File: src/hdl/rbbr_pkg.sv
`timescale 1ns / 1ps
// ----------------------------------------------------------------------------
// rbbr_pkg
// Shared types and constants of the ring buffer burst read unit.
// ----------------------------------------------------------------------------
package rbbr_pkg;

    localparam int DEPTH_DEFAULT = 64;   // bytes of storage
    localparam int LEN_RESET     = 64;   // used length after reset
    localparam int LEN_W         = 7;    // used length / fill level width
    localparam int RUN_W         = 7;    // holds MAX_RUN
    localparam int MAX_RUN       = 64;   // longest run of read results
    localparam int QUEUE_DEPTH   = 2;    // command queue entries

    localparam logic OP_WRITE = 1'b0;
    localparam logic OP_READ  = 1'b1;

    localparam logic [1:0] STATUS_OK           = 2'd0;
    localparam logic [1:0] STATUS_READ_REFUSED = 2'd1;
    localparam logic [1:0] STATUS_WRITE_FULL   = 2'd2;

    typedef enum logic [1:0] {
        CMD_WRITE     = 2'd0,
        CMD_READ      = 2'd1,
        CMD_READ_ZERO = 2'd2
    } cmd_kind_t;

    typedef struct packed {
        cmd_kind_t   kind;
        logic [7:0]  write_byte;
        logic [7:0]  read_count;
    } cmd_t;

    typedef struct packed {
        logic [1:0]       status;
        logic [7:0]       read_byte;
        logic             last;
        logic [LEN_W-1:0] fill_level;
        logic             is_full;
        logic             is_empty;
    } result_t;

endpackage

File: src/hdl/rbbr_front.sv
`timescale 1ns / 1ps
// ----------------------------------------------------------------------------
// rbbr_front
// Accepts input items, sorts them into write, read and zero-count read
// commands and holds them in a short queue for the back end.
// ----------------------------------------------------------------------------
module rbbr_front (
    input  logic          aclk,
    input  logic          aresetn,
    input  logic          s_tvalid,
    output logic          s_tready,
    input  logic [15:0]   s_tdata,    // write_byte[7:0], read_count[15:8]
    input  logic [0:0]    s_tuser,    // op[0]
    output logic          cmd_valid,
    input  logic          cmd_ready,
    output rbbr_pkg::cmd_t cmd
);

    localparam int QD  = rbbr_pkg::QUEUE_DEPTH;
    localparam int QPW = $clog2(QD);
    localparam int QCW = $clog2(QD + 1);

    rbbr_pkg::cmd_t   queue_reg [QD];
    logic [QPW-1:0]   wptr_reg, wptr_next;
    logic [QPW-1:0]   rptr_reg, rptr_next;
    logic [QCW-1:0]   count_reg, count_next;
    rbbr_pkg::cmd_t   in_cmd;
    logic             push, pop;

    always_comb begin
        in_cmd.write_byte = s_tdata[7:0];
        in_cmd.read_count = s_tdata[15:8];
        if (s_tuser[0] == rbbr_pkg::OP_READ) begin
            in_cmd.kind = (s_tdata[15:8] == 8'd0) ? rbbr_pkg::CMD_READ_ZERO
                                                   : rbbr_pkg::CMD_READ;
        end else begin
            in_cmd.kind = rbbr_pkg::CMD_WRITE;
        end
    end

    assign s_tready  = (count_reg != QCW'(QD));
    assign cmd_valid = (count_reg != '0);
    assign cmd       = queue_reg[rptr_reg];
    assign push      = s_tvalid && s_tready;
    assign pop       = cmd_valid && cmd_ready;

    always_comb begin
        wptr_next  = wptr_reg;
        rptr_next  = rptr_reg;
        count_next = count_reg;
        if (push) begin
            wptr_next = (wptr_reg == QPW'(QD - 1)) ? '0 : wptr_reg + QPW'(1);
        end
        if (pop) begin
            rptr_next = (rptr_reg == QPW'(QD - 1)) ? '0 : rptr_reg + QPW'(1);
        end
        if (push && !pop) begin
            count_next = count_reg + QCW'(1);
        end else if (pop && !push) begin
            count_next = count_reg - QCW'(1);
        end
    end

    always_ff @(posedge aclk) begin
        if (!aresetn) begin
            wptr_reg  <= '0;
            rptr_reg  <= '0;
            count_reg <= '0;
        end else begin
            wptr_reg  <= wptr_next;
            rptr_reg  <= rptr_next;
            count_reg <= count_next;
        end
    end

    always_ff @(posedge aclk) begin
        if (push) begin
            queue_reg[wptr_reg] <= in_cmd;
        end
    end

endmodule

File: src/hdl/rbbr_back.sv
`timescale 1ns / 1ps
// ----------------------------------------------------------------------------
// rbbr_back
// Carries out queued commands against the byte store and ring indices, holds
// the output register and runs reads one byte a cycle unless it is stalled.
// ----------------------------------------------------------------------------
module rbbr_back #(
    parameter int DEPTH = rbbr_pkg::DEPTH_DEFAULT
) (
    input  logic                          aclk,
    input  logic                          aresetn,
    input  logic                          cfg_wr_en,
    input  logic [rbbr_pkg::LEN_W-1:0]    cfg_wr_data,
    input  logic                          cmd_valid,
    output logic                          cmd_ready,
    input  rbbr_pkg::cmd_t                cmd,
    output logic                          res_valid,
    input  logic                          res_ready,
    output rbbr_pkg::result_t             res
);

    localparam int IW      = $clog2(DEPTH);
    localparam int CW      = ((IW > rbbr_pkg::LEN_W) ? IW : rbbr_pkg::LEN_W) + 1;
    localparam int RW      = rbbr_pkg::RUN_W;
    localparam int LEN_RST = (DEPTH < rbbr_pkg::LEN_RESET) ? DEPTH : rbbr_pkg::LEN_RESET;

    typedef enum logic [1:0] {
        ST_IDLE = 2'b01,
        ST_RUN  = 2'b10
    } state_t;

    state_t            state_reg, state_next;
    logic [IW-1:0]     ri_reg, ri_next;
    logic [IW-1:0]     wi_reg, wi_next;
    logic              full_reg, full_next;
    logic [CW-1:0]     len_reg, len_next;
    logic [RW-1:0]     remain_reg, remain_next;
    logic              out_valid_reg, out_valid_next;
    rbbr_pkg::result_t out_reg, out_next;
    logic [7:0]        mem_q_reg;
    logic [7:0]        mem [DEPTH];

    logic              out_free;
    logic              mem_we;
    logic [CW-1:0]     fill_cur;
    logic [8:0]        run_len;

    function automatic logic [IW-1:0] idx_inc(input logic [IW-1:0] i,
                                              input logic [CW-1:0] len);
        logic [CW-1:0] n;
        n = CW'(i) + CW'(1);
        return (n >= len) ? '0 : n[IW-1:0];
    endfunction

    function automatic logic [CW-1:0] fill_of(input logic [IW-1:0] r,
                                              input logic [IW-1:0] w,
                                              input logic          f,
                                              input logic [CW-1:0] len);
        if (r == w && f) begin
            return len;
        end else if (w >= r) begin
            return CW'(w) - CW'(r);
        end
        return CW'(w) + len - CW'(r);
    endfunction

    function automatic rbbr_pkg::result_t make_res(input logic [1:0]    st,
                                                   input logic [7:0]    b,
                                                   input logic          lst,
                                                   input logic [IW-1:0] r,
                                                   input logic [IW-1:0] w,
                                                   input logic          f,
                                                   input logic [CW-1:0] len);
        rbbr_pkg::result_t o;
        logic [CW-1:0]     fl;
        fl           = fill_of(r, w, f, len);
        o.status     = st;
        o.read_byte  = b;
        o.last       = lst;
        o.fill_level = fl[rbbr_pkg::LEN_W-1:0];
        o.is_full    = (r == w) && f;
        o.is_empty   = (r == w) && !f;
        return o;
    endfunction

    assign out_free  = !out_valid_reg || res_ready;
    assign res_valid = out_valid_reg;
    assign res       = out_reg;
    assign fill_cur  = fill_of(ri_reg, wi_reg, full_reg, len_reg);

    // clamp the request to the fill level and to the longest run
    always_comb begin
        logic [8:0] c;
        logic [8:0] f;
        c = {1'b0, cmd.read_count};
        f = 9'(fill_cur);
        run_len = (c < f) ? c : f;
        if (run_len > 9'(rbbr_pkg::MAX_RUN)) begin
            run_len = 9'(rbbr_pkg::MAX_RUN);
        end
    end

    always_comb begin
        state_next     = state_reg;
        ri_next        = ri_reg;
        wi_next        = wi_reg;
        full_next      = full_reg;
        len_next       = len_reg;
        remain_next    = remain_reg;
        out_valid_next = out_valid_reg && !res_ready;
        out_next       = out_reg;
        cmd_ready      = 1'b0;
        mem_we         = 1'b0;

        case (state_reg)
            ST_IDLE: begin
                if (cmd_valid && out_free) begin
                    cmd_ready = 1'b1;
                    case (cmd.kind)
                        rbbr_pkg::CMD_WRITE: begin
                            out_valid_next = 1'b1;
                            if (ri_reg == wi_reg && full_reg) begin
                                out_next = make_res(rbbr_pkg::STATUS_WRITE_FULL, 8'd0, 1'b1,
                                                    ri_reg, wi_reg, full_reg, len_reg);
                            end else begin
                                mem_we    = 1'b1;
                                wi_next   = idx_inc(wi_reg, len_reg);
                                full_next = full_reg || (wi_next == ri_reg);
                                out_next  = make_res(rbbr_pkg::STATUS_OK, 8'd0, 1'b1,
                                                     ri_reg, wi_next, full_next, len_reg);
                            end
                        end
                        rbbr_pkg::CMD_READ: begin
                            if (fill_cur == '0) begin
                                out_valid_next = 1'b1;
                                out_next = make_res(rbbr_pkg::STATUS_READ_REFUSED, 8'd0,
                                                    1'b1, ri_reg, wi_reg, full_reg, len_reg);
                            end else begin
                                remain_next = run_len[RW-1:0];
                                state_next  = ST_RUN;
                            end
                        end
                        default: begin
                            out_valid_next = 1'b1;
                            out_next = make_res(rbbr_pkg::STATUS_READ_REFUSED, 8'd0, 1'b1,
                                                ri_reg, wi_reg, full_reg, len_reg);
                        end
                    endcase
                end
            end
            ST_RUN: begin
                if (out_free) begin
                    ri_next        = idx_inc(ri_reg, len_reg);
                    full_next      = 1'b0;
                    remain_next    = remain_reg - RW'(1);
                    out_valid_next = 1'b1;
                    out_next       = make_res(rbbr_pkg::STATUS_OK, mem_q_reg,
                                              remain_reg == RW'(1),
                                              ri_next, wi_reg, 1'b0, len_reg);
                    if (remain_reg == RW'(1)) begin
                        state_next = ST_IDLE;
                    end
                end
            end
            default: begin
                state_next = ST_IDLE;
            end
        endcase

        // a length write also empties the buffer
        if (cfg_wr_en) begin
            ri_next   = '0;
            wi_next   = '0;
            full_next = 1'b0;
            if (cfg_wr_data == '0) begin
                len_next = CW'(1);
            end else if (CW'(cfg_wr_data) > CW'(DEPTH)) begin
                len_next = CW'(DEPTH);
            end else begin
                len_next = CW'(cfg_wr_data);
            end
        end
    end

    always_ff @(posedge aclk) begin
        if (!aresetn) begin
            state_reg     <= ST_IDLE;
            ri_reg        <= '0;
            wi_reg        <= '0;
            full_reg      <= 1'b0;
            len_reg       <= CW'(LEN_RST);
            remain_reg    <= '0;
            out_valid_reg <= 1'b0;
        end else begin
            state_reg     <= state_next;
            ri_reg        <= ri_next;
            wi_reg        <= wi_next;
            full_reg      <= full_next;
            len_reg       <= len_next;
            remain_reg    <= remain_next;
            out_valid_reg <= out_valid_next;
        end
    end

    always_ff @(posedge aclk) begin
        out_reg <= out_next;
    end

    // read data follows the next read index, so it is fresh when a run starts
    always_ff @(posedge aclk) begin
        if (mem_we) begin
            mem[wi_reg] <= cmd.write_byte;
        end
        mem_q_reg <= mem[ri_next];
    end

endmodule

File: src/hdl/ring_buffer_burst_read_unit.sv
`timescale 1ns / 1ps
// ----------------------------------------------------------------------------
// ring_buffer_burst_read_unit
// Byte ring buffer with a programmable used length and burst reads.
// ----------------------------------------------------------------------------
// Usage:
//   s_ channel: one item per operation; s_tuser selects write or read, a
//   write stores s_tdata[7:0], a read asks for s_tdata[15:8] bytes.
//   m_ channel: a write or a refused read gives one item; a read gives one
//   item per byte, clamped to the fill level and to 64, tlast on the final
//   one. Every item carries the fill level and full/empty flags after it.
//   cfg_wr_en/cfg_wr_data set the used length (0 acts as 1, above DEPTH as
//   DEPTH) and empty the buffer; write it only while the block is idle.
// Flow:
//   with nothing ahead of it, a write or refused read result passes the
//   command queue and then the output register; the first byte of a read
//   passes the command queue, the run state and the output register. A read
//   run gives one byte a cycle unless the output stalls, from the single read
//   port of the byte store. A two-entry command queue takes items meanwhile.
// Reset: indices zero, buffer empty, used length 64 (DEPTH if smaller);
//   the store contents are undefined until written.
// Stall: while m_tready is low the output register holds, the run pauses
//   and the command queue fills, then s_tready drops.
// ----------------------------------------------------------------------------
module ring_buffer_burst_read_unit #(
    parameter int DEPTH = rbbr_pkg::DEPTH_DEFAULT
) (
    input  logic                       aclk,
    input  logic                       aresetn,
    input  logic                       cfg_wr_en,
    input  logic [rbbr_pkg::LEN_W-1:0] cfg_wr_data,   // used_length
    input  logic                       s_tvalid,
    output logic                       s_tready,
    input  logic [15:0]                s_tdata,       // write_byte[7:0], read_count[15:8]
    input  logic [0:0]                 s_tuser,       // op[0]
    output logic                       m_tvalid,
    input  logic                       m_tready,
    output logic [23:0]                m_tdata,       // read_byte[7:0], fill_level[14:8],
                                                      // is_full[15], is_empty[16]
    output logic [1:0]                 m_tuser,       // status[1:0]
    output logic                       m_tlast
);

    logic              cmd_valid;
    logic              cmd_ready;
    rbbr_pkg::cmd_t    cmd;
    rbbr_pkg::result_t res;

    rbbr_front u_front (
        .aclk      (aclk),
        .aresetn   (aresetn),
        .s_tvalid  (s_tvalid),
        .s_tready  (s_tready),
        .s_tdata   (s_tdata),
        .s_tuser   (s_tuser),
        .cmd_valid (cmd_valid),
        .cmd_ready (cmd_ready),
        .cmd       (cmd)
    );

    rbbr_back #(
        .DEPTH (DEPTH)
    ) u_back (
        .aclk        (aclk),
        .aresetn     (aresetn),
        .cfg_wr_en   (cfg_wr_en),
        .cfg_wr_data (cfg_wr_data),
        .cmd_valid   (cmd_valid),
        .cmd_ready   (cmd_ready),
        .cmd         (cmd),
        .res_valid   (m_tvalid),
        .res_ready   (m_tready),
        .res         (res)
    );

    assign m_tdata = {7'd0, res.is_empty, res.is_full, res.fill_level, res.read_byte};
    assign m_tuser = res.status;
    assign m_tlast = res.last;

`ifndef SYNTH
    // an empty buffer reports no bytes held
    a_empty_fill: assert property (@(posedge aclk) disable iff (!aresetn)
        m_tvalid && m_tdata[16] |-> m_tdata[14:8] == 7'd0)
        else $error("empty flag with nonzero fill level");

    a_flags_excl: assert property (@(posedge aclk) disable iff (!aresetn)
        m_tvalid |-> !(m_tdata[15] && m_tdata[16]))
        else $error("full and empty flags both set");

    // refused operations end their item at once and carry no byte
    a_refused_last: assert property (@(posedge aclk) disable iff (!aresetn)
        m_tvalid && m_tuser != rbbr_pkg::STATUS_OK |-> m_tlast && m_tdata[7:0] == 8'd0)
        else $error("refused result without last or with data");

    // a run holds the back end until its last byte is in the output register
    a_run_busy: assert property (@(posedge aclk) disable iff (!aresetn)
        m_tvalid && !m_tlast |-> !cmd_ready)
        else $error("command taken in the middle of a read run");
`endif

endmodule
File: config.mk
export PLATFORM = sky130hd
export DESIGN_NAME = ring_buffer_burst_read_unit
export DESIGN_NICKNAME = d
export VERILOG_FILES = /design/src/hdl/rbbr_pkg.sv /design/src/hdl/rbbr_front.sv /design/src/hdl/rbbr_back.sv /design/src/hdl/ring_buffer_burst_read_unit.sv
export SDC_FILE = /design/constraint.sdc
export NUM_CORES = 1
export LEC_CHECK = 0
export ABC_CLOCK_PERIOD_IN_PS = 6600
export BUFFER_PORTS_ARGS = -buffer_cell sky130_fd_sc_hd__buf_2
export CORE_ASPECT_RATIO = 1.25
export CORE_MARGIN = 2
export CORE_UTILIZATION = 55
export CTS_CLUSTER_SIZE = 25
export DETAILED_ROUTE_END_ITERATION = 8
export GPL_ROUTABILITY_DRIVEN = 0
export PLACE_DENSITY = 0.79
export SYNTH_ARGS = -nofsm -noshare
export SYNTH_HDL_FRONTEND = slang
export SYNTH_HIERARCHICAL = 1
export SYNTH_SLANG_ARGS = --single-unit
File: constraint.sdc
create_clock -name aclk -period 6.6 [get_ports aclk]
set_input_delay 1.98 -clock aclk [delete_from_list [all_inputs] [get_ports aclk]]
set_output_delay 1.98 -clock aclk [all_outputs]
set_load 0.005 [all_outputs]
# == Word-level counts from Yosys, hierarchy flattened ==
# Memories as Yosys holds them, arrays and structs flattened. A register that Yosys moved wholly into a read port is not among the register bits.
# Cells that the tools add are included.
# op_classes
add_sub_neg,15
order_cmp,8
eq_ne,17
muxes,87
bitwise,2
reduce_logical,32
# op_table
operator,n
7-bit two-way mux,14
20-bit two-way mux,4
20-bit one-hot mux with 2 select lines,2
1-bit two-way mux,44
8-bit two-way mux,5
6-bit two-way mux,5
6-bit == test,4
6-bit by 6-bit subtractor with 7-bit output,3
6-bit >= comparator,3
2-bit two-way mux,9
7-bit by 8-bit >= comparator with 1-bit output,2
8-bit logical NOT,2
5-bit AND reduction,3
"6-bit by 1-bit adder with 7-bit output, second input constant",2
7-bit one-hot mux with 2 select lines,1
7-bit by 6-bit subtractor with 7-bit output,2
1-bit logical AND,10
"2-bit inequality test, second input constant",5
6-bit by 8-bit adder with 8-bit output,1
"8-bit by 7-bit > comparator with 1-bit output, second input constant",1
8-bit less-than comparator,1
4-bit AND reduction,2
8-bit by 6-bit subtractor with 8-bit output,1
6-bit by 7-bit adder with 7-bit output,1
19 further kinds,34
# totals
regBits,55
ram_bits,548
input_bits,29
output_inout_bits,29
word_cells,179
mem_count,2
# mem_list
memory,words,width,read_ports,rd_clocked_by_memory_dff,wr,line_no,rtl
u_back.mem,64,8,1,1,1,rbbr_back.sv:41,logic [7:0] mem [DEPTH];
u_front.queue_reg,2,18,1,1,1,rbbr_front.sv:23,rbbr_pkg::cmd_t queue_reg [QD];

# == Longest topological paths before layout ==
# Gate-level depths: netlist of run 1.
# depth
depth_word,16
mapped_depth,22

# == Modules after synthesis ==
# The synthesis of run 1 kept the hierarchy.
# modules_own_cells
mod,n_inst,cells_per_inst,area_each_um2,seq_area_each_um2
rbbr_back,1,2019,26317.7,16736.1
rbbr_front,1,84,1565.3,1181.1
ring_buffer_burst_read_unit,1,8,56.3,0.0

# == Worst setup path before layout of run 1 ==
# OpenSTA, ideal clock, no wires.
# synth_path
path_type,flip-flop to flip-flop
start,register u_back.wi_reg[0]
end,register u_back.remain_reg[5]
setup_time_ns,0.122
arrival_time_ns,5.188
required_ns,6.478
path_slack_ns,1.289
stages_incl_launch_ff,22
path_buffers,1
synth_period_minus_slack_ns,5.311
path_cell_list,dfxtp_1 > ha_1 > fa_1 > a21o_1 > a211oi_1 > a21oi_1 > ha_1 > or2_2 > o211ai_1 > a311oi_1 > or2_2 > a221o_1 > ha_1 > a21o_1 > a21o_1 > a21o_1 > or3_1 > o31ai_1 > clkbuf_1 > or2_2 > a211oi_1 > a311o_1
# synth_between
elab_chain_cells,12
word_cells_on_any_way,22
classes_between,add/sub: 3; order compare: 3; eq/ne: 2; mux: 11; reduce/logical: 3
# synth_lines
item,line_no,rtl
start: declaration,rbbr_back.sv:34,"logic [IW-1:0] wi_reg, wi_next;"
start signal: assignment,rbbr_back.sv:197,wi_reg <= wi_next;
branches (longest 3 deep; another with 6-bit by 8-bit adder with 8-bit output),n/a,
8-bit two-way mux (*),rbbr_back.sv:64,return CW'(w) + len - CW'(r);
8-bit less-than comparator,rbbr_back.sv:97,run_len = (c < f) ? c : f;
8-bit two-way mux,rbbr_back.sv:97,
8-bit by 7-bit > comparator with 1-bit output,rbbr_back.sv:98,if (run_len > 9'(rbbr_pkg::MAX_RUN)) begin
7-bit two-way mux,rbbr_back.sv:98,
7-bit two-way mux,rbbr_back.sv:134,if (fill_cur == '0) begin
7-bit two-way mux,rbbr_back.sv:119,case (cmd.kind)
7-bit two-way mux,rbbr_back.sv:117,if (cmd_valid && out_free) begin
7-bit one-hot mux with 2 select lines,rbbr_back.sv:115,case (state_reg)
end signal: assignment,rbbr_back.sv:200,remain_reg <= remain_next;
end: declaration,rbbr_back.sv:37,"logic [RW-1:0] remain_reg, remain_next;"
# Every way passes the cells marked *. The select of a mux whose other input is x is not followed.
# A chain may end at the register's enable or synchronous reset.

# == Worst setup path after layout of run 1 ==
# layout_path
start,register u_back.wi_reg[2]
end,register u_back.remain_reg[2]
# The elaborated chain is that of the path after synthesis.

==> results.md, run 1 <==
Timing:
- Setup repair after global routing left no endpoint under its margin.
- After routing, the total negative slack on setup checks comes to 0 ns.
- The remaining max-slew budget at the tightest pin is between 10% and 20%.
- The post-route clock skew is between 0.02 and 0.025 ns.
- The number of endpoints failing setup at the final stage is 0.
- At the pin with the least slew margin, the transition time is around 1.2 ns.
- For this run, the top clock speed supported by timing is around 0.17 GHz.
- The number of hold violations in the final report came to 0.
- The number of slew-limit violations in the final report was 0.
- Of the available clock period, the critical path in the final layout requires 90.4%.
- The worst path in the final design needs a cycle of ~6.0 ns, including I/O delays and setup.

Synth:
- The number of synthesized flops with an enable pin is 568.
- The share of synthesized area in the top cell type comes to between 60% and 70%.
- The sequential-to-total area share from yosys stat is between 60% and 70%.
- The cell area that synthesis handed to floorplanning was between 0.02 and 0.03 sq mm.
- The fraction of registers with async set/reset is 0%.
- The cell type with the highest aggregate area in the netlist is sky130_fd_sc_hd__edfxtp_1.
- The gate count of the mapped netlist is 2111.
- Synthesis instantiated 84 different standard cells from the library.
- In this run, synthesis produced a sequential element count of between 600 and 700.
- By instance count, the leading cell after synthesis is sky130_fd_sc_hd__edfxtp_1.
- The average instance in the mapped netlist occupies between 10 and 15 sq um.
- Yosys printed 6 warnings.
- By area the synthesized netlist is led by sky130_fd_sc_hd__edfxtp_1, sky130_fd_sc_hd__mux2i_1, sky130_fd_sc_hd__mux2_2.
- The top flip-flop cell by instance count after synthesis is sky130_fd_sc_hd__edfxtp_1.
- Ranked by instance count, the synthesized netlist is headed by sky130_fd_sc_hd__edfxtp_1, sky130_fd_sc_hd__nand2_1, sky130_fd_sc_hd__nand3_1, sky130_fd_sc_hd__nor2_1, sky130_fd_sc_hd__mux2i_1.

Clocking:
- After clock tree synthesis, the setup repair step added 0 buffers.
- The hold buffer count at cts is 0.
- The clock reaches the later pin of the worst-skew pair after between 0.5 and 0.6 ns.
- The clock sink count is roughly 600.
- After clock tree synthesis, the repair step resized 0 gates.
- The total number of H-tree levels is 2.
- The tree is rooted in a sky130_fd_sc_hd__clkbuf_16.
- TritonCTS built the clock tree.
- The clock slew seen by the registers of the worst setup and hold paths is roughly 0.07 ns.
- The CTS buffer count is between 50 and 60.
- The maximum count of clock buffers along a single path is 3.

Floorplanning:
- The initial cell density of the core is a little under three fifths.
- The die is between 200 and 300 microns tall.
- The width of the die is just over 200 microns.
- The number of standard-cell rows in the floorplan is 92.
- The area of the die is between 0.05 and 0.06 sq mm.
- In this run the standard cell core region covers approximately 0.050 sq mm.
- The boundary pin count is just under 60.

Final layout:
- The flip-flop count of the largest register after layout is 512.
- Summing all flip-flop and latch instances after layout gives 0.0179 sq mm.
- The final layout contains 2271 nets.
- The area taken by multi-input logic gates is between 0.009 and 0.01 sq mm.
- The number of antenna diodes in the final layout is 0.
- The layout has roughly 3700 filler cells.
- The post-route netlist has 13.8% of its cells at a drive strength greater than 1.
- Excluding fillers, the count of instances in the completed layout stands at 2860.
- For this run, the share of the core covered by cells in the final layout is 61.2%.
- The post-route cell area is ~0.031 sq mm.
- The post-synthesis to final-layout area growth is 10.3%.

Global route:
- The number of antenna violations at the first check in global routing is 0.
- Summed over all layers, the global routing overflow is 0.
- The global-route usage over all layers is a little over a quarter.
- The number of global-route vias before repair came to roughly 18000.
- The pin count of the biggest net entering global routing is 65.
- The wire length of the first global-routing pass is 109000 microns.

Power:
- The maximum resistive drop on vdd is between 0.15 and 0.2 mV.
- The clock network burns about a third of the power.
- Cell internal power was estimated by the tool at 6810 uW.
- In this run the static leakage power is between 0.01 and 0.015 uW.
- The ratio of total power to cell area is 294 mW/mm^2.
- Sequential cells account for a little over half of the total power.
- The analysis attributes to net switching a power of 2260 uW.
- The share of total power consumed by net switching is ~25%.
- Combinational logic is responsible for about an eighth of the overall power.

Placement:
- The number of placed instances with taps included is ~2800.
- The number of buffers inserted by port buffering is 50.
- The area of placed instances is between 0.02 and 0.03 sq mm.
- Once detailed placement completed, the half-perimeter wirelength came to between 40000 and 50000 microns.

Routing:
- Using the TritonRoute via totals, the vias-per-cell ratio works out to around 6.5.
- The overall via count from detail_route is around 19000.
- The detailed-routing iteration count for the pre-antenna-repair pass is 6.
- After detailed routing, the number of remaining DRC violations is 0.
- The number of DRC markers in iteration 0 is 2325.
- Summed over all layers, the routed wires come to ~72000 microns.
- The wire length per cell is 25.3 microns.
- Once detail routing completed, the nets flagged for antenna violations numbered 0.

Critical path:
- The cell with the biggest individual delay on the critical path is sky130_fd_sc_hd__dfxtp_1.
- The delay of the slowest critical-path stage is about 0.64 ns.
- STA puts the critical path data required time at roughly 7 ns.
- Traced cell by cell, the critical path runs through ha_1, o21ai_0, o21bai_1, a21oi_1, xnor2_1, ha_1, a2111oi_0, a311oi_1, or2_2, a221o_1, ha_1, a21o_1, a21o_1, a21o_1, or3_1, o31ai_1, buf_4, nand3_1, o31a_1, or2_1, o211ai_2.
- The kind of cell with the highest combined delay on the critical path is compound AO/OA/AOI/OAI gates.
- The type of element capturing the critical path is a register.
- Along the worst path, the maximum fanout reaches 15.
- The data arrival time of the worst path is 6.48 ns.
- The critical path is of the reg2reg type.
- The combined buffer and inverter count along the critical path is 1.
- The startpoint type of the worst setup path is a register.

Job:
- The tool flagged a number of max-cap violations equal to 0.

Worst hold path:
- The min-delay analysis places its worst path in the category reg2reg.

Outcome:
- The run finished with clean final reports.
logic make-up (layout without fill, tap and decap cells):
family          Yosys count  in the layout  share of synthesized area [%]
mux                     210            210                           7.90
compound gates          363            363                           9.40
flops                   611            611                           64.1
simple gates            630            630                           10.8
buf+inv                 180            265                           2.68
fa+ha+maj                83             83                           4.04
other cells               1              7                         0.0134
xor+xnor                 33             33                           1.03
area by class of cell:
cell class                 count  area share [%]
tap                          658            2.67
inverter                      59           0.719
sequential                   611            58.2
multi-input combinational   1326            30.4
clock inverter                27           0.894
timing repair buffer         107            2.36
clock buffer                  72            4.80
power by group through the flow:
stage	clock network [uW]	registers [uW]	logic (uW)
floorplan	0	4840	649
global placement	0	4870	1070
detailed placement	0	4870	1120
CTS	3170	4790	1120
global route	3310	4800	1220
finish	3140	4790	1130
placed cells by master (no fill, tap or decap), types with 55 or more instances in the layout:
master	instances
sky130_fd_sc_hd__inv_1	58
sky130_fd_sc_hd__nand2_1	198
sky130_fd_sc_hd__ha_1	71
sky130_fd_sc_hd__clkbuf_16	55
sky130_fd_sc_hd__edfxtp_1	568
sky130_fd_sc_hd__mux2_2	83
sky130_fd_sc_hd__nor2_1	126
sky130_fd_sc_hd__nand3_1	132
sky130_fd_sc_hd__a21oi_1	55
sky130_fd_sc_hd__mux2i_1	127
sky130_fd_sc_hd__o21ai_0	62
path summary, 6_finish.rpt:
kind	startpoint	end	slack [ns]	cells after the start
setup / recovery	u_back/wi_reg[2]$_SDFFE_PP0P_	u_back/remain_reg[2]$_SDFFE_PN0P_	0.63	21
setup reg to reg	u_back/wi_reg[2]$_SDFFE_PP0P_	u_back/remain_reg[2]$_SDFFE_PN0P_	0.63	21
hold reg to reg	u_back/remain_reg[6]$_SDFFE_PN0P_	u_back/remain_reg[6]$_SDFFE_PN0P_	0.49	2
hold / removal	u_back/remain_reg[6]$_SDFFE_PN0P_	u_back/remain_reg[6]$_SDFFE_PN0P_	0.49	2
tightest hold or removal path, delay by kind of cell (launching register included):
family | cells | cell delay [ns]
compound gates | 2 | 0.14
flops | 1 | 0.31
metrics by stage:
step	power (uW)	setup WS (ns)	hold slack, ns
2_1_floorplan	5490	1.29	0.459
3_3_place_gp	5940	0.573	0.475
3_5_place_dp	5990	0.531	0.484
4_1_cts	9090	0.805	0.492
5_1_grt	9330	0.345	0.509
6_report	9060	0.631	0.493
routing by layer:
layer,GRT usage (%),wire [microns],part of all wire [%]
met5,0,0,0
met4,16.8,5040,7.0
met3,4.51,6520,9.0
met2,45.9,35300,49
met1,33.2,25400,35
No activity file was read; power rests on OpenSTA's default activity.
==> run 2: changes to the inputs <==
Settings changed: PLACE_DENSITY 0.79 to 0.74, SYNTH_HIERARCHICAL 1 to not set.
==> run 2 against run 1 <==
Wire length shrank 1.1%. Worst setup slack gained 0.010 ns. Critical path depth shrank 5. Register-to-register slack is essentially flat.
==> results.md, run 2 <==
Outcome:
- The flow ran to the end, and the final reports show no timing, DRC or antenna violations.

Routing:
- The average via count per standard cell is 6.35 (-2.5%).
- The number of DRC markers in iteration 0 is 1844 (-21%).
- The wire length per cell is 24.5 microns (-2.9%).
- The remaining number of nets flagged by the antenna check after routing is 0 (unchanged).
- The overall via count from detail_route is 18500 (-0.65%).
- The routed wire length came to 71400 microns (-1.1%).
- The detailed-routing iteration count for the pre-antenna-repair pass is 6 (unchanged).
- The number of DRC violations after detailed routing is 0 (unchanged).

Timing:
- The post-route clock period utilization is 90.3% (-0.16 points).
- The setup total negative slack is 0 ns (unchanged).
- The remaining max-slew budget at the tightest pin is 21.2% (+2.3 points).
- The actual slew at the worst max-slew pin is 1.17 ns (-0.0430 ns).
- The number of endpoints failing setup at the final stage is 0 (unchanged).
- The number of slew-limit violations in the final report is 0 (unchanged).
- The number of hold violations in the final report was 0 (unchanged).
- Setup repair after global routing left no endpoint under its margin.
- The clock period minus worst slack is 5.96 ns (-0.0104 ns).
- The peak clock frequency supported by timing is 0.168 GHz (+0.17%).
- The post-route clock skew is 0.0217 ns (+0.000732 ns).

Synth:
- The post-synthesis average cell area is 12.7 sq um (-4.1%).
- The fraction of registers with async set/reset came to 0% (unchanged).
- The top flip-flop cell by instance count after synthesis is sky130_fd_sc_hd__edfxtp_1.
- The distinct cell type count after synthesis is 81 (-3.6%).
- The cell type with the highest aggregate area in the netlist is sky130_fd_sc_hd__edfxtp_1.
- The total standard cell area after synthesis is 0.0278 sq mm (-0.60%).
- By area the synthesized netlist is led by sky130_fd_sc_hd__edfxtp_1, sky130_fd_sc_hd__a211oi_1, sky130_fd_sc_hd__nand2_1.
- The commonest cells after synthesis are sky130_fd_sc_hd__edfxtp_1, sky130_fd_sc_hd__nand2_1, sky130_fd_sc_hd__a211oi_1, sky130_fd_sc_hd__nor2_1, sky130_fd_sc_hd__mux2i_1.
- The gate count of the mapped netlist is 2187 (+3.6%).
- The number of synthesized flops with an enable pin was 568 (unchanged).
- The sequential-to-total area share from yosys stat is 64.5% (+0.39 points).
- The register bit total from synthesis is 611 (unchanged).
- The count of synthesis-stage warnings from yosys was 0 (-6).
- Among all cell types in the netlist, the one instantiated most often is sky130_fd_sc_hd__edfxtp_1.
- The area share of the largest cell type after synthesis was 61.4% (+0.37 points).

Clocking:
- The clock slew seen by the registers of the worst setup and hold paths came to 0.07 ns (about the same).
- The post-cts resize count is 0 (unchanged).
- The clock sink count is 611 (unchanged).
- The CTS buffer count came to 57 (+5.6%).
- The hold buffer count at cts was 0 (unchanged).
- The number of buffers inserted to repair setup after CTS was 0 (unchanged).
- The maximum count of clock buffers along a single path is 3 (unchanged).
- TritonCTS built the clock tree.
- The later-pin clock latency in the skew report is 0.63 ns (+0.04 ns).
- The total number of H-tree levels is 2 (unchanged).
- The root buffer cell chosen for the clock tree is sky130_fd_sc_hd__clkbuf_16.

Critical path:
- The critical setup path kind is reg2reg.
- The worst setup path is captured at a register.
- On the critical path, the stage with the largest delay is an instance of sky130_fd_sc_hd__a2111oi_1.
- The biggest fanout along the worst timing path came to 14 (-1).
- The delay of the slowest critical-path stage came to 0.70 ns (+0.06 ns).
- The required time reported for the critical path endpoint is 7.13 ns (+0.02 ns).
- The depth of the most critical reg-to-reg path came to 16 (-24%).
- STA classifies the critical path startpoint as a register.
- Among cell families on the critical path, the largest total delay comes from compound AO/OA/AOI/OAI gates.
- The capturing point of the worst reg2reg path is u_back.remain_reg[2]$_SDFFE_PN0P_.
- The startpoint identified for the worst register-to-register timing path is u_back.wi_reg[1]$_SDFFE_PP0P_.
- The register-to-register setup slack is 0.64 ns (about the same).
- The combined buffer and inverter count along the critical path was 2 (+1).
- The data arrival time of the worst path is 6.49 ns (about the same).
- Walking the worst path, the cells encountered are inv_1, fa_1, inv_1, ha_1, nor2b_1, o31ai_1, a21boi_0, o21ai_0, ha_1, a211o_1, a2111oi_1, o41ai_4, mux2i_1, a311oi_2, a221oi_2, a2111oi_4.

Global route:
- The number of global-route vias before repair was 18200 (-1.3%).
- The pin count of the biggest net entering global routing came to 96 (+48%).
- The number of antenna violations at the first check in global routing is 0 (unchanged).
- The wire length of the first global-routing pass was 108000 microns (-0.85%).
- The global-route usage over all layers is 27.5% (about the same).
- The residual overflow from global routing is 0 (unchanged).

Placement:
- The area of placed instances is 0.0287 sq mm (-1.3%).
- The estimated wirelength of the detail-placed design is 45600 microns (-3.1%).
- The number of buffers inserted by port buffering is 50 (unchanged).

Final layout:
- The count of antenna diodes in the layout came to 0 (unchanged).
- The post-synthesis to final-layout area growth is 9.84%.
- The proportion of layout cells with a drive suffix above 1 is 9.36% (-4.4 points).
- The post-layout net count is 2318 (+2.1%).
- Leaving out fill and tap cells, the most frequent cells in the layout are sky130_fd_sc_hd__edfxtp_1, sky130_fd_sc_hd__nand2_1, sky130_fd_sc_hd__a211oi_1, sky130_fd_sc_hd__nor2_1, sky130_fd_sc_hd__mux2i_1.
- The most common cell after layout, fill and taps aside is sky130_fd_sc_hd__edfxtp_1.
- The flip-flop count of the largest register after layout is 512 (unchanged).
- The fraction of the core area covered by cells at the end of the flow was 60.8% (-0.46 points).
- The post-route cell area was 0.0305 sq mm (-0.98%).

Worst hold path:
- For hold timing, the worst endpoint is u_back.remain_reg[6]$_SDFFE_PN0P_.
- The startpoint identified for the worst hold timing path is u_back.remain_reg[6]$_SDFFE_PN0P_.
- The min-delay analysis places its worst path in the category reg2reg.
- The cell depth of the worst hold path is 2 (unchanged).

Floorplanning:
- The width of the die is 205 microns (-0.29%).
- The number of standard-cell rows in the floorplan is 92 (unchanged).
- The die span in y was 255 microns (-0.30%).
- The boundary pin count came to 58 (unchanged).
- The area of the die came to 0.0523 sq mm (-0.59%).
- The core region area is 0.0502 sq mm (-0.23%).
- The initial cell density of the core is 55.3% (-0.21 points).

Job:
- The reported max-cap violation count was 0 (unchanged).

Power:
- The ratio of total power to cell area is 302 mW/mm^2 (+2.8%).
- The static leakage is 0.0102 uW (-2.4%).
- The maximum resistive drop on vdd is 0.248 mV (+38%).
run 2: worst reg2reg max path, stage by stage (launching register included):
cell and delay, ns:
sky130_fd_sc_hd__dfxtp_1 0.67, sky130_fd_sc_hd__inv_1 0.21, sky130_fd_sc_hd__fa_1 0.59, sky130_fd_sc_hd__inv_1 0.11
sky130_fd_sc_hd__ha_1 0.28, sky130_fd_sc_hd__nor2b_1 0.15, sky130_fd_sc_hd__o31ai_1 0.31, sky130_fd_sc_hd__a21boi_0 0.35
sky130_fd_sc_hd__o21ai_0 0.34, sky130_fd_sc_hd__ha_1 0.42, sky130_fd_sc_hd__a211o_1 0.29, sky130_fd_sc_hd__a2111oi_1 0.70
sky130_fd_sc_hd__o41ai_4 0.30, sky130_fd_sc_hd__mux2i_1 0.19, sky130_fd_sc_hd__a311oi_2 0.45, sky130_fd_sc_hd__a221oi_2 0.16
sky130_fd_sc_hd__a2111oi_4 0.34
run 2: report_power, final:
part	switching [uW]	total [uW]	leakage (uW)	internal, uW
clock	1450	3240	0.000889	1790
combinational	868	1190	0.00379	318
sequential	70.1	4800	0.00548	4730
total	2390	9220	0.0102	6840
run 2: kinds of logic after synthesis:
group | count (synthesis) | synth area share (%)
and+or+nand+nor | 697 | 11.9
DFF | 611 | 64.5
AOI/OAI and AO/OA | 462 | 11.8
buffers and inverters | 193 | 2.78
muxes | 109 | 4.01
adders and majority gates | 82 | 4.02
xor gates and xnor gates | 32 | 1.01
other | 1 | 0.0135
run 2: layout make-up:
type / instances / area [sq um]
tap: 658 / 823
clock inverter: 42 / 370
clock buffer: 65 / 1460
timing repair buffer: 81 / 533
inverter: 67 / 251
multi-input combinational: 1389 / 9150
fill: 3794 / 19700
sequential: 611 / 17900
run 2: worst max path at each step:
stage | from | end | slack [ns] | depth (start not counted)
finish | u_back.wi_reg[1]$_SDFFE_PP0P_ | u_back.remain_reg[2]$_SDFFE_PN0P_ | 0.64 | 16
global route | u_back.wi_reg[1]$_SDFFE_PP0P_ | u_back.remain_reg[2]$_SDFFE_PN0P_ | 0.31 | 20
CTS | u_back.wi_reg[1]$_SDFFE_PP0P_ | u_back.remain_reg[2]$_SDFFE_PN0P_ | 0.82 | 20
detailed placement | m_tready | u_back.mem_q_reg[6]$_DFF_P_ | 0.64 | 12
global placement | m_tready | u_back.mem_q_reg[6]$_DFF_P_ | 0.74 | 12
floorplan | u_back.wi_reg[1]$_SDFFE_PP0P_ | u_back.res[3]$_DFFE_PP_ | 1.76 | 21
run 2: through the flow:
stage          instances  total power (uW)  hold WS (ns)  setup slack, ns
5_1_grt             2913              9480         0.524            0.310
3_3_place_gp        2806              6000         0.464            0.743
6_report            2913              9220         0.491            0.642
3_5_place_dp        2806              6050         0.476            0.641
4_1_cts             2913              9240         0.486            0.818
2_1_floorplan       2193              5520         0.449             1.76
run 2: layer usage:
layer / global-route usage, % / vias to the layer above / wire length (microns)
met4: 14.7 / 0 / 4290
li1: - / 8290 / -
met3: 4.58 / 238 / 5790
met2: 46.3 / 880 / 35100
met5: 0 / - / 0
met1: 34.1 / 9088 / 26200
